[src/design/fdsm_pkg.sv]
package fdsm_pkg;

  // Drive population
  localparam int unsigned DRIVE_COUNT = 4;
  localparam int unsigned DRV_EXT_W   = 3;  // drive number widened to cover up to 8 drives
  localparam int unsigned DRV_W       = (DRIVE_COUNT > 1) ? $clog2(DRIVE_COUNT) : 1;

  // Field widths
  localparam int unsigned ACT_W   = 3;
  localparam int unsigned DRV_F_W = 2;
  localparam int unsigned FSEL_W  = 3;
  localparam int unsigned STEP_W  = 8;
  localparam int unsigned SPT_W   = 8;
  localparam int unsigned FLAG_W  = 7;
  localparam int unsigned TRK_W   = 7;
  localparam int unsigned SIDE_W  = 2;
  localparam int unsigned ID_W    = 8;

  localparam int unsigned IN_DATA_W  = 24;
  localparam int unsigned OUT_W      = 25;
  localparam int unsigned OUT_DATA_W = 32;

  // Divider: 9-bit dividend, one bit per cycle
  localparam int unsigned DIV_DVD_W = ID_W + 1;
  localparam int unsigned DIV_CNT_W = 4;

  // Flag bit positions
  localparam int unsigned FLG_PRESENT = 0;
  localparam int unsigned FLG_DISK    = 1;
  localparam int unsigned FLG_MOTOR   = 2;
  localparam int unsigned FLG_READY   = 3;
  localparam int unsigned FLG_TRACK0  = 4;
  localparam int unsigned FLG_WPROT   = 5;
  localparam int unsigned FLG_INDEX   = 6;
  localparam logic [FSEL_W-1:0] FSEL_NONE = 3'd7;

  // Geometry
  localparam logic [TRK_W-1:0]  LIM_SS   = 7'd42;
  localparam logic [TRK_W-1:0]  LIM_DS   = 7'd83;
  localparam logic [SIDE_W-1:0] SIDES_SS = 2'd1;
  localparam logic [SIDE_W-1:0] SIDES_DS = 2'd2;

  typedef enum logic [ACT_W-1:0] {
    ACT_SET_FLAG  = 3'd0,
    ACT_SET_READY = 3'd1,
    ACT_SEEK      = 3'd2,
    ACT_GEOMETRY  = 3'd3,
    ACT_NEXT_ID   = 3'd4,
    ACT_QUERY     = 3'd5
  } action_e;

  typedef enum logic [1:0] {
    ST_IDLE = 2'd0,
    ST_EXEC = 2'd1,
    ST_DIV  = 2'd2,
    ST_SEND = 2'd3
  } state_e;

  typedef struct packed {
    logic capture;
    logic exec;
    logic load;
  } cmd_t;

  typedef struct packed {
    logic need_div;
    logic div_done;
    logic out_free;
  } sts_t;

endpackage

[src/design/fdsm_div.sv]
// Restoring remainder unit, one dividend bit per cycle.
module fdsm_div (
  input  logic                             clk_i,
  input  logic                             rst_ni,
  input  logic                             start_i,
  input  logic [fdsm_pkg::DIV_DVD_W-1:0]   dividend_i,
  input  logic [fdsm_pkg::SPT_W-1:0]       divisor_i,
  output logic                             done_o,
  output logic [fdsm_pkg::ID_W-1:0]        rem_o
);

  logic                           busy_q, busy_d;
  logic [fdsm_pkg::DIV_CNT_W-1:0] cnt_q, cnt_d;
  logic [fdsm_pkg::DIV_DVD_W-1:0] dvd_q, dvd_d;
  logic [fdsm_pkg::ID_W-1:0]      rem_q, rem_d;
  logic [fdsm_pkg::DIV_DVD_W-1:0] trial;
  logic [fdsm_pkg::DIV_DVD_W-1:0] rem_next;

  assign trial    = {rem_q, dvd_q[fdsm_pkg::DIV_DVD_W-1]};
  assign rem_next = (trial >= {1'b0, divisor_i}) ? (trial - {1'b0, divisor_i}) : trial;
  assign done_o   = busy_q && (cnt_q == fdsm_pkg::DIV_CNT_W'(1));
  assign rem_o    = rem_next[fdsm_pkg::ID_W-1:0];

  always_comb begin
    busy_d = busy_q;
    cnt_d  = cnt_q;
    dvd_d  = dvd_q;
    rem_d  = rem_q;
    if (start_i) begin
      busy_d = 1'b1;
      cnt_d  = fdsm_pkg::DIV_CNT_W'(fdsm_pkg::DIV_DVD_W);
      dvd_d  = dividend_i;
      rem_d  = '0;
    end else if (busy_q) begin
      cnt_d = cnt_q - fdsm_pkg::DIV_CNT_W'(1);
      dvd_d = {dvd_q[fdsm_pkg::DIV_DVD_W-2:0], 1'b0};
      rem_d = rem_next[fdsm_pkg::ID_W-1:0];
      if (done_o) begin
        busy_d = 1'b0;
      end
    end
  end

  always_ff @(posedge clk_i or negedge rst_ni) begin
    if (!rst_ni) begin
      busy_q <= 1'b0;
      cnt_q  <= '0;
    end else begin
      busy_q <= busy_d;
      cnt_q  <= cnt_d;
    end
  end

  always_ff @(posedge clk_i) begin
    dvd_q <= dvd_d;
    rem_q <= rem_d;
  end

endmodule

[src/design/fdsm_dp.sv]
// Datapath: request register, per-drive state, action logic, result register.
module fdsm_dp (
  input  logic                                clk_i,
  input  logic                                rst_ni,
  input  fdsm_pkg::cmd_t                      cmd_i,
  output fdsm_pkg::sts_t                      sts_o,
  input  logic [fdsm_pkg::IN_DATA_W-1:0]      req_data_i,
  input  logic [fdsm_pkg::ACT_W-1:0]          req_action_i,
  output logic                                res_valid_o,
  input  logic                                res_ready_i,
  output logic [fdsm_pkg::OUT_DATA_W-1:0]     res_data_o
);

  // Request register
  logic [fdsm_pkg::IN_DATA_W-1:0] data_q;
  logic [fdsm_pkg::ACT_W-1:0]     act_q;

  logic [fdsm_pkg::DRV_F_W-1:0]   f_drive;
  logic [fdsm_pkg::FSEL_W-1:0]    f_fsel;
  logic                           f_level;
  logic                           f_gated;
  logic [fdsm_pkg::STEP_W-1:0]    f_step;
  logic                           f_geom;
  logic [fdsm_pkg::SPT_W-1:0]     f_spt;

  assign f_drive = data_q[1:0];
  assign f_fsel  = data_q[4:2];
  assign f_level = data_q[5];
  assign f_gated = data_q[6];
  assign f_step  = data_q[14:7];
  assign f_geom  = data_q[15];
  assign f_spt   = data_q[23:16];

  logic [fdsm_pkg::DRV_EXT_W-1:0] drv_ext;
  logic [fdsm_pkg::DRV_W-1:0]     idx;
  logic                           drive_ok;

  assign drv_ext  = {{(fdsm_pkg::DRV_EXT_W-fdsm_pkg::DRV_F_W){1'b0}}, f_drive};
  assign idx      = drv_ext[fdsm_pkg::DRV_W-1:0];
  // One extra bit so a full set of eight drives still compares correctly
  assign drive_ok = {1'b0, drv_ext} <
                    (fdsm_pkg::DRV_EXT_W+1)'(fdsm_pkg::DRIVE_COUNT);

  // Per-drive state
  logic [fdsm_pkg::FLAG_W-1:0] flag_q  [fdsm_pkg::DRIVE_COUNT];
  logic [fdsm_pkg::TRK_W-1:0]  trk_q   [fdsm_pkg::DRIVE_COUNT];
  logic [fdsm_pkg::TRK_W-1:0]  lim_q   [fdsm_pkg::DRIVE_COUNT];
  logic [fdsm_pkg::SIDE_W-1:0] sides_q [fdsm_pkg::DRIVE_COUNT];
  logic [fdsm_pkg::ID_W-1:0]   cnt_q   [fdsm_pkg::DRIVE_COUNT];

  logic [fdsm_pkg::FLAG_W-1:0] flg_c, flg_n;
  logic [fdsm_pkg::TRK_W-1:0]  trk_c, trk_n, lim_c, lim_n;
  logic [fdsm_pkg::SIDE_W-1:0] sides_c, sides_n;
  logic [fdsm_pkg::ID_W-1:0]   cnt_c, cnt_n;
  logic                        notify_n;
  logic [fdsm_pkg::ID_W-1:0]   sid_n;

  assign flg_c   = flag_q[idx];
  assign trk_c   = trk_q[idx];
  assign lim_c   = lim_q[idx];
  assign sides_c = sides_q[idx];
  assign cnt_c   = cnt_q[idx];

  // Seek target, clamped to 0..limit-1 (0 with no limit)
  logic [fdsm_pkg::STEP_W-1:0] delta;
  logic signed [9:0]           seek_sum;
  logic [fdsm_pkg::TRK_W-1:0]  seek_t;

  assign delta    = (act_q == fdsm_pkg::ACT_SEEK) ? f_step : '0;
  assign seek_sum = $signed({3'b000, trk_c}) + $signed({{2{delta[7]}}, delta});

  always_comb begin
    if (seek_sum < 0) begin
      seek_t = '0;
    end else if (seek_sum[8:0] >= {2'b00, lim_c}) begin
      seek_t = (lim_c != '0) ? (lim_c - fdsm_pkg::TRK_W'(1)) : '0;
    end else begin
      seek_t = seek_sum[fdsm_pkg::TRK_W-1:0];
    end
  end

  logic spt_zero;
  assign spt_zero = (f_spt == '0);

  always_comb begin
    flg_n    = flg_c;
    trk_n    = trk_c;
    lim_n    = lim_c;
    sides_n  = sides_c;
    cnt_n    = cnt_c;
    notify_n = 1'b0;
    sid_n    = '0;
    case (act_q)
      fdsm_pkg::ACT_SET_FLAG: begin
        if (f_fsel != fdsm_pkg::FSEL_NONE) begin
          flg_n[f_fsel] = f_level;
          if (f_fsel == fdsm_pkg::FSEL_W'(fdsm_pkg::FLG_DISK)) begin
            trk_n                       = seek_t;
            flg_n[fdsm_pkg::FLG_TRACK0] = (seek_t == '0);
            notify_n                    = flg_n[fdsm_pkg::FLG_PRESENT];
          end
        end
      end
      fdsm_pkg::ACT_SET_READY: begin
        if (f_gated && !(flg_c[fdsm_pkg::FLG_PRESENT] && flg_c[fdsm_pkg::FLG_DISK] &&
                         flg_c[fdsm_pkg::FLG_MOTOR])) begin
          flg_n[fdsm_pkg::FLG_READY] = 1'b0;
        end else begin
          flg_n[fdsm_pkg::FLG_READY] = f_level;
        end
      end
      fdsm_pkg::ACT_SEEK: begin
        trk_n                       = seek_t;
        flg_n[fdsm_pkg::FLG_TRACK0] = (seek_t == '0);
        notify_n                    = flg_c[fdsm_pkg::FLG_PRESENT];
      end
      fdsm_pkg::ACT_GEOMETRY: begin
        lim_n                       = f_geom ? fdsm_pkg::LIM_DS : fdsm_pkg::LIM_SS;
        sides_n                     = f_geom ? fdsm_pkg::SIDES_DS : fdsm_pkg::SIDES_SS;
        cnt_n                       = '0;
        trk_n                       = '0;
        flg_n[fdsm_pkg::FLG_TRACK0] = 1'b1;
      end
      fdsm_pkg::ACT_NEXT_ID: begin
        flg_n[fdsm_pkg::FLG_INDEX] = spt_zero || (cnt_c == (f_spt - fdsm_pkg::SPT_W'(1)));
        sid_n                      = cnt_c;
        if (spt_zero) begin
          cnt_n = '0;
        end
      end
      default: begin
      end
    endcase
  end

  // Counter wrap goes through the serial remainder unit
  logic                      div_start;
  logic                      div_done;
  logic [fdsm_pkg::ID_W-1:0] div_rem;

  assign sts_o.need_div = drive_ok && (act_q == fdsm_pkg::ACT_NEXT_ID) && !spt_zero;
  assign div_start      = cmd_i.exec && sts_o.need_div;
  assign sts_o.div_done = div_done;

  fdsm_div u_div (
    .clk_i      (clk_i),
    .rst_ni     (rst_ni),
    .start_i    (div_start),
    .dividend_i ({1'b0, cnt_c} + fdsm_pkg::DIV_DVD_W'(1)),
    .divisor_i  (f_spt),
    .done_o     (div_done),
    .rem_o      (div_rem)
  );

  always_ff @(posedge clk_i or negedge rst_ni) begin
    if (!rst_ni) begin
      for (int i = 0; i < fdsm_pkg::DRIVE_COUNT; i++) begin
        flag_q[i]  <= '0;
        trk_q[i]   <= '0;
        lim_q[i]   <= '0;
        sides_q[i] <= '0;
        cnt_q[i]   <= '0;
      end
    end else begin
      if (cmd_i.exec && drive_ok) begin
        flag_q[idx]  <= flg_n;
        trk_q[idx]   <= trk_n;
        lim_q[idx]   <= lim_n;
        sides_q[idx] <= sides_n;
        cnt_q[idx]   <= cnt_n;
      end else if (div_done) begin
        cnt_q[idx] <= div_rem;
      end
    end
  end

  // Payload-only registers
  logic                      notify_q;
  logic [fdsm_pkg::ID_W-1:0] sid_q;

  always_ff @(posedge clk_i) begin
    if (cmd_i.capture) begin
      data_q <= req_data_i;
      act_q  <= req_action_i;
    end
    if (cmd_i.exec) begin
      notify_q <= drive_ok && notify_n;
      sid_q    <= drive_ok ? sid_n : '0;
    end
  end

  // Result register
  logic                       out_valid_q, out_valid_d;
  logic [fdsm_pkg::OUT_W-1:0] out_q;
  logic [fdsm_pkg::OUT_W-1:0] res_n;
  logic                       present;

  assign present = flg_c[fdsm_pkg::FLG_PRESENT];

  always_comb begin
    if (!drive_ok) begin
      res_n                       = '0;
      res_n[fdsm_pkg::FLG_WPROT]  = 1'b1;
    end else begin
      res_n = {notify_q, sid_q, sides_c, trk_c,
               flg_c[fdsm_pkg::FLG_INDEX],
               present ? flg_c[fdsm_pkg::FLG_WPROT] : 1'b1,
               present && flg_c[fdsm_pkg::FLG_TRACK0],
               flg_c[fdsm_pkg::FLG_READY],
               flg_c[fdsm_pkg::FLG_MOTOR],
               flg_c[fdsm_pkg::FLG_DISK],
               present};
    end
  end

  assign sts_o.out_free = !out_valid_q || res_ready_i;

  always_comb begin
    out_valid_d = out_valid_q;
    if (cmd_i.load) begin
      out_valid_d = 1'b1;
    end else if (res_ready_i) begin
      out_valid_d = 1'b0;
    end
  end

  always_ff @(posedge clk_i or negedge rst_ni) begin
    if (!rst_ni) begin
      out_valid_q <= 1'b0;
    end else begin
      out_valid_q <= out_valid_d;
    end
  end

  always_ff @(posedge clk_i) begin
    if (cmd_i.load) begin
      out_q <= res_n;
    end
  end

  assign res_valid_o = out_valid_q;
  assign res_data_o  = {{(fdsm_pkg::OUT_DATA_W-fdsm_pkg::OUT_W){1'b0}}, out_q};

endmodule

[config.mk]
export PLATFORM = sky130hd
export DESIGN_NAME = fdsm_dp
export DESIGN_NICKNAME = d
export VERILOG_FILES = /design/src/design/fdsm_pkg.sv /design/src/design/fdsm_div.sv /design/src/design/fdsm_dp.sv
export SDC_FILE = /design/constraint.sdc
export NUM_CORES = 1
export LEC_CHECK = 0
export BUFFER_PORTS_ARGS = -buffer_cell sky130_fd_sc_hd__buf_2
export CAP_MARGIN = 30
export CORE_UTILIZATION = 40
export DETAILED_ROUTE_END_ITERATION = 6
export GPL_TIMING_DRIVEN = 0
export PLACE_DENSITY = 0.65
export SETUP_SLACK_MARGIN = 0.1
export SLEW_MARGIN = 20
export SYNTH_ARGS = -nofsm -noshare
export SYNTH_HDL_FRONTEND = slang
export SYNTH_SLANG_ARGS = --single-unit
[constraint.sdc]
create_clock -name clk_i -period 7.2 [get_ports clk_i]
set_input_delay 1.44 -clock clk_i [delete_from_list [all_inputs] [get_ports clk_i]]
set_output_delay 1.44 -clock clk_i [all_outputs]
set_load 0.02 [all_outputs]
==> impl_metrics.yaml, run 1 <==
worst_setup_path:
  worstReg2RegStart: "data_q[1]"
  critical_path.startpoint_type: "register"
  r2r_setup_slack_ps: 1490
  worstPathRequired_ps: 7550
  r2r_cells: 19
  arrival_ps: 6060
  worst-path-max-fanout: 10
  worstReg2RegEnd: "trk_q[8]"
  critPathKind: "register to register"
  end_kind: "register"
clock_network:
  cts_made_buffers: 23
  insertion_delay_ps: 500
  htree_levels: 1
  hold_buffers: 0
  cts_buffer_depth: 3
  cts_tree: "done"
  postCtsSetupRepairBufs: 0
  clkSlewWorstSetupHoldPaths_ps: 60
  cts-root-buf: "clkbuf_16"
  ctsResizeCount: 0
  cts_sinks: 208
sta:
  slew_headroom_pct: 33.4
  setup_violations: 0
  fin_crit_sh_pct: 79.3
  fin_crit_ps: 5710
  slew_violations: 0
  tightest_slew_ps: 991
  final-hold-violation-count: 0
  finClkSkew_ps: 10.5
  fmax_mhz: 175
  setup_tns_ps: 0
  rsz0062_at_grt: "no"
power:
  powerDensity_nw_per_um2: 409
  internal_power_w: 0.00309
  p_comb_share_pct: 38.3
  ir_worst_vdd_mv: 0.257
  switchingPower_w: 0.00175
  pwr-share-seq_pct: 38.2
  p_total_w: 0.00484
  swShare_pct: 36.1
  clkPwrFrac_pct: 23.4
  leakagePower_nw: 4.99
run:
  drv_cap: 0
synth:
  synth_cell_types: 64
  synth-seq-cells: 208
  synthFlopType: "dfrtp_1"
  netlist_area_um2: 10300
  synth_cells: 948
  seq_area_frac_synth_pct: 53.4
  ys_warn_count: 0
  synth-async-reset-ratio_pct: 62.5
  synth_edf_count: 70
  syn_area_per_cell_um2: 10.9
detailed_routing:
  routedWlPerCell_um: 18.0
  antenna_left: 0
  vias: 7590
  viasPerCell: 5.48
  drc: 0
  firstDrtPassIters: 5
  routed_wl_mm: 24.9
  drt_iter0_drc: 551
floorplan:
  die_h_um: 163
  start_util_pct: 40.9
  core_area_um2: 25300
  dieArea_um2: 26500
  io-pin-count: 69
  die_x_um: 163
  rows: 58
global_routing:
  gr-total-overflow: 0
  grt_max_degree: 72
  antenna_found_initial: 0
  grt_pass1_wl_mm: 40.3
  grt_pass1_vias: 7457
  track_usage_pct: 19.3
layout:
  fillers: 2325
  final_cell_count_no_fill: 1386
  fin_nets: 1105
  antenna_cells: 0
  syn_to_final_growth_pct: 14.6
  final_common_cell: "nand2_1"
  final_cell_mix: "135 x nand2_1, 130 x dfrtp_1, 88 x nor2_1, 88 x o21ai_0, 70 x edfxtp_1"
  drive_above_1_share_pct: 14.8
placement:
  dp.cells: 1346
  gp_congestion: 0.853
  port_buffers: 61
  dp_hpwl_mm: 17.2
outcome:
  status: "finished clean"
hold_path:
  hp-class: "register to register"
  min_to: "out_q[17]"
  hold_depth: 0
  hold_start: "sid_q[1]"
area by class of cell:
cell class	count	area, um^2	share of cell area, %
plain buffers	53	268	2.26
multi-input cells	658	4440	37.5
clock buffers	36	707	5.97
well taps	330	413	3.49
inverters	35	131	1.11
repair buffers	62	343	2.90
flip-flops and latches	208	5520	46.6
clock inverters	4	18.8	0.159
power by group through the flow:
| stage | logic (W) | clock network (W) | registers, W |
|---|---|---|---|
| after global routing | 0.00206 | 0.00120 | 0.00190 |
| after CTS | 0.00185 | 0.00115 | 0.00185 |
| after floorplan | 0.00137 | 0 | 0.00185 |
| after global placement | 0.00180 | 0 | 0.00185 |
| after detailed placement | 0.00184 | 0 | 0.00186 |
| final | 0.00185 | 0.00113 | 0.00185 |
routing by layer:
layer,track usage (%),share of wire [%]
met1,27.8,47
met2,30.6,46
met3,2.16,5.2
met4,5.73,2.4
met5,0,0
registers in the layout (all words and copies together), names as in the netlist, 8 cells and up:
register / flops
cnt_q: 32
flag_q: 28
lim_q: 28
trk_q: 28
out_q: 25
data_q: 24
u_div.dvd_q: 9
sid_q: 8
sides_q: 8
u_div.rem_q: 8
per-stage QoR:
step / hold WS, ps / util (%) / setup WS, ps / area (um^2)
2_1_floorplan: 400 / - / 2720 / 10300
3_3_place_gp: 402 / 43.8 / 1660 / 11100
3_5_place_dp: 406 / 44.0 / 1590 / 11100
4_1_cts: 414 / 46.9 / 1540 / 11800
5_1_grt: 422 / 46.9 / 1040 / 11800
6_report: 409 / 46.9 / 1490 / 11800
synth_stat cells (6+ instances only):
library cell	instances	area, um^2
nand2_1	135	507
dfrtp_1	130	3250
nor2_1	88	330
o21ai_0	88	440
edfxtp_1	70	2100
a21oi_1	51	255
clkbuf_1	35	131
inv_1	35	131
a31oi_1	33	206
ha_1	29	363
xnor2_1	26	228
mux4_2	25	563
mux2i_1	20	200
nand3_1	18	90.1
and3_1	17	106
buf_4	10	75.1
nand2b_1	9	56.3
dfxtp_1	8	160
o21a_1	8	60.1
xor2_1	8	70.1
nor3_1	7	35.0
buf_2	6	30.0
mux2_2	6	67.6
mux4_1	6	158
logic make-up (layout without fill, tap and decap cells):
family / count (synthesis) / after routing / share of synthesized area [%]
AO/OA/AOI/OAI: 218 / 218 / 12.9
XOR/XNOR: 34 / 34 / 2.88
adder cells (fa/ha/maj): 31 / 31 / 3.90
buffers and inverters: 88 / 190 / 3.87
flip-flops: 208 / 208 / 53.4
multiplexers: 57 / 57 / 9.57
other: 1 / 7 / 0.0363
AND/OR/NAND/NOR: 311 / 311 / 13.5
worst max-delay path, stage by stage, from the launching register on:
cell and delay, ps:
edfxtp_1 420, buf_2 330, buf_2 320, buf_2 320, buf_2 370, mux4_2 320, ha_1 200, inv_1 60
fa_1 400, nand2b_1 180, a21oi_1 160, xor2_1 270, ha_1 300, a211oi_1 190, o21ai_0 130, a21oi_1 560
a21oi_1 290, a22o_1 250, a22oi_1 340, o21ai_0 160
worst max path at each step:
| stage | startpoint | cells past startpoint | to |
|---|---|---|---|
| floorplan | data_q[0] | 18 | flag_q[25] |
| global placement | data_q[1] | 19 | trk_q[14] |
| detailed placement | data_q[1] | 19 | trk_q[15] |
| CTS | data_q[1] | 19 | trk_q[8] |
| global route | data_q[1] | 19 | trk_q[0] |
| finish | data_q[1] | 19 | trk_q[8] |
(Power assumes the default switching activity.)
==> run 2: changes to the inputs <==
--- a/config.mk
+++ b/config.mk
@@ -10,7 +10,7 @@
 export CORE_UTILIZATION = 40
 export DETAILED_ROUTE_END_ITERATION = 6
 export GPL_TIMING_DRIVEN = 0
-export PLACE_DENSITY = 0.65
+export PLACE_DENSITY = 0.67
 export SETUP_SLACK_MARGIN = 0.1
 export SLEW_MARGIN = 20
 export SYNTH_ARGS = -nofsm -noshare
==> constraint.sdc (replaced) <==
create_clock -name clk_i -period 5 [get_ports clk_i]
set_input_delay 1 -clock clk_i [delete_from_list [all_inputs] [get_ports clk_i]]
set_output_delay 1 -clock clk_i [all_outputs]
set_load 0.02 [all_outputs]
==> run 2 against run 1 <==
Compared with the run above:
- register-to-register slack got worse by 1100 ps
- worst hold slack better by 11 ps
- maximum frequency increased by 24%
- combinational power increased by 49%
- total power rose by 46%
- cell count up 0.58%
- critical path depth down 1
- die area unchanged
- sequential power grew 44%
- core utilization grew 0.45 points
- routed wire length shrank 0.19%
- non-clock buffer count grew 8
- largest power group is now combinational cells
==> impl_metrics.yaml, run 2 (synthesized netlist as in run 1, its figures left out) <==
layout:
  final_cell_mix: "135 x nand2_1, 130 x dfrtp_1, 88 x nor2_1, 87 x o21ai_0, 70 x edfxtp_1"
  regMostFlops: "cnt_q"
  syn_to_final_growth_pct: 15.7
  final_common_cell: "nand2_1"
  utilization_pct: 47.3
  fin_nets: 1112
  largest_reg_flops: 32
  antenna_cells: 0
  fillers: 2313
  final_cell_count_no_fill: 1394
  drive_above_1_share_pct: 16.1
clock_network:
  clkSlewWorstSetupHoldPaths_ps: 60
  htree_levels: 1
  cts_buffer_depth: 3
  insertion_delay_ps: 500
  cts_tree: "done"
  cts_sinks: 208
  cts-root-buf: "clkbuf_16"
  cts_made_buffers: 22
sta:
  setup_slack_ps: 387
  finClkSkew_ps: 8.30
  setup_violations: 0
  tightest_slew_ps: 996
  fmax_mhz: 217
  fin_crit_ps: 4610
  slew_violations: 0
  rsz0062_at_grt: "no"
  holdWs_ps: 420
  fin_crit_sh_pct: 92.3
  slew_headroom_pct: 33.1
  final-hold-violation-count: 0
  setup_tns_ps: 0
worst_setup_path:
  worstReg2RegStart: "data_q[0]"
  path_cells: "buf_6, buf_12, buf_6, buf_4, mux4_2, ha_1, o21ai_0, a21oi_1, o311a_1, nor3_1, ha_1, o21a_1, a21oi_2, buf_4, and4_1, a2111oi_4, a41oi_2, mux2i_1"
  max_stage_delay_ps: 590
  critPathKind: "register to register"
  end_kind: "register"
  crit_start: "data_q[0]"
  critical_path.startpoint_type: "register"
  r2r_cells: 18
  worstPathRequired_ps: 5360
  arrival_ps: 4980
  crit_slowest_cell: "mux4_2"
  worst-path-max-fanout: 19
run:
  drv_cap: 0
hold_path:
  hold_depth: 0
  hold_start: "sid_q[1]"
  hp-class: "register to register"
power:
  powerDensity_nw_per_um2: 590
  leakagePower_nw: 5.04
  ir_worst_vdd_mv: 0.275
global_routing:
  antenna_found_initial: 0
  grt_pass1_wl_mm: 40.0
  gr-total-overflow: 0
  grt_pass1_vias: 7440
  track_usage_pct: 19.2
  grt_max_degree: 72
detailed_routing:
  routed_wl_mm: 24.9
  drc: 0
  routedWlPerCell_um: 17.9
  drt_iter0_drc: 601
  firstDrtPassIters: 5
  vias: 7659
  viasPerCell: 5.49
  antenna_left: 0
outcome:
  status: "finished clean"
placement:
  dp_hpwl_mm: 17.3
  gp_congestion: 0.878
  dp_slack_ps: -628
  dp.cells: 1347
  port_buffers: 61
floorplan:
  start_util_pct: 40.9
  core_area_um2: 25300
  rows: 58
  dieArea_um2: 26500
  io-pin-count: 69
  die_h_um: 163
  die_x_um: 163
==> run 2: changes by cell type in the layout (fill, tap and decap cells not counted), moves of 2 or more <==
cell        change
clkbuf_16       -2
clkinv_1        +2
inv_4           +2
clkbuf_1        -4
a22oi_1         -2
clkinvlp_4      +2
a22oi_2         +2
buf_2           -4
clkinv_2        -3
buf_4           +7
buf_6           +4
==> run 2: worst max-delay path: cells and delay by family, from the launching register on <==
family	cells	cell delay (ps)
compound gates	7	1360
buf+inv	5	930
mux	2	720
fa+ha+maj	2	640
simple gates	2	470
flops	1	340
==> run 2: power by group <==
part           switching [W]  leakage [nW]  total (W)  internal (W)
sequential          0.000290          2.36    0.00267       0.00238
clock               0.000667         0.349    0.00162      0.000954
combinational        0.00159          2.32    0.00276       0.00117
total                0.00255          5.04    0.00705       0.00450
==> run 2: routing by layer <==
metal / track usage (%) / share of wire (%)
met1: 26.7 / 45
met2: 31.9 / 47
met5: 0 / 0
met3: 1.78 / 5.1
met4: 5.82 / 2.4
==> run 2: what timing repair did <==
action,in CTS,in global routing
pin swaps,2,6
hold buffers,0,0
setup buffers,2,6
resized for setup,9,11
setup endpoints to repair,32,32
==> run 2: path summary, 6_finish.rpt <==
kind                            slack, ps    endpoint
worst min register to register        420   out_q[17]
max in group asynchronous            3860   cnt_q[15]
worst max-delay path                  390  flag_q[11]
worst min-delay path                  420   out_q[17]
worst max register to register        390  flag_q[11]
min in group asynchronous             430    lim_q[3]
==> run 2: cell type report <==
type | instances | area [um^2] | area share, %
sequential | 208 | 5520 | 46.2
multi-input combinational | 658 | 4460 | 37.3
clock buffer | 31 | 646 | 5.40
tap | 330 | 413 | 3.46
timing repair buffer | 71 | 408 | 3.41
buffer | 52 | 297 | 2.48
inverter | 35 | 131 | 1.10
clock inverter | 9 | 77.6 | 0.649
==> run 2: stage by stage <==
step,instance area (um^2),power [W]
after floorplan,10300,0.00463
after global placement,11100,0.00525
after detailed placement,11100,0.00534
after CTS,11900,0.00702
after global routing,11900,0.00751
final,11900,0.00705
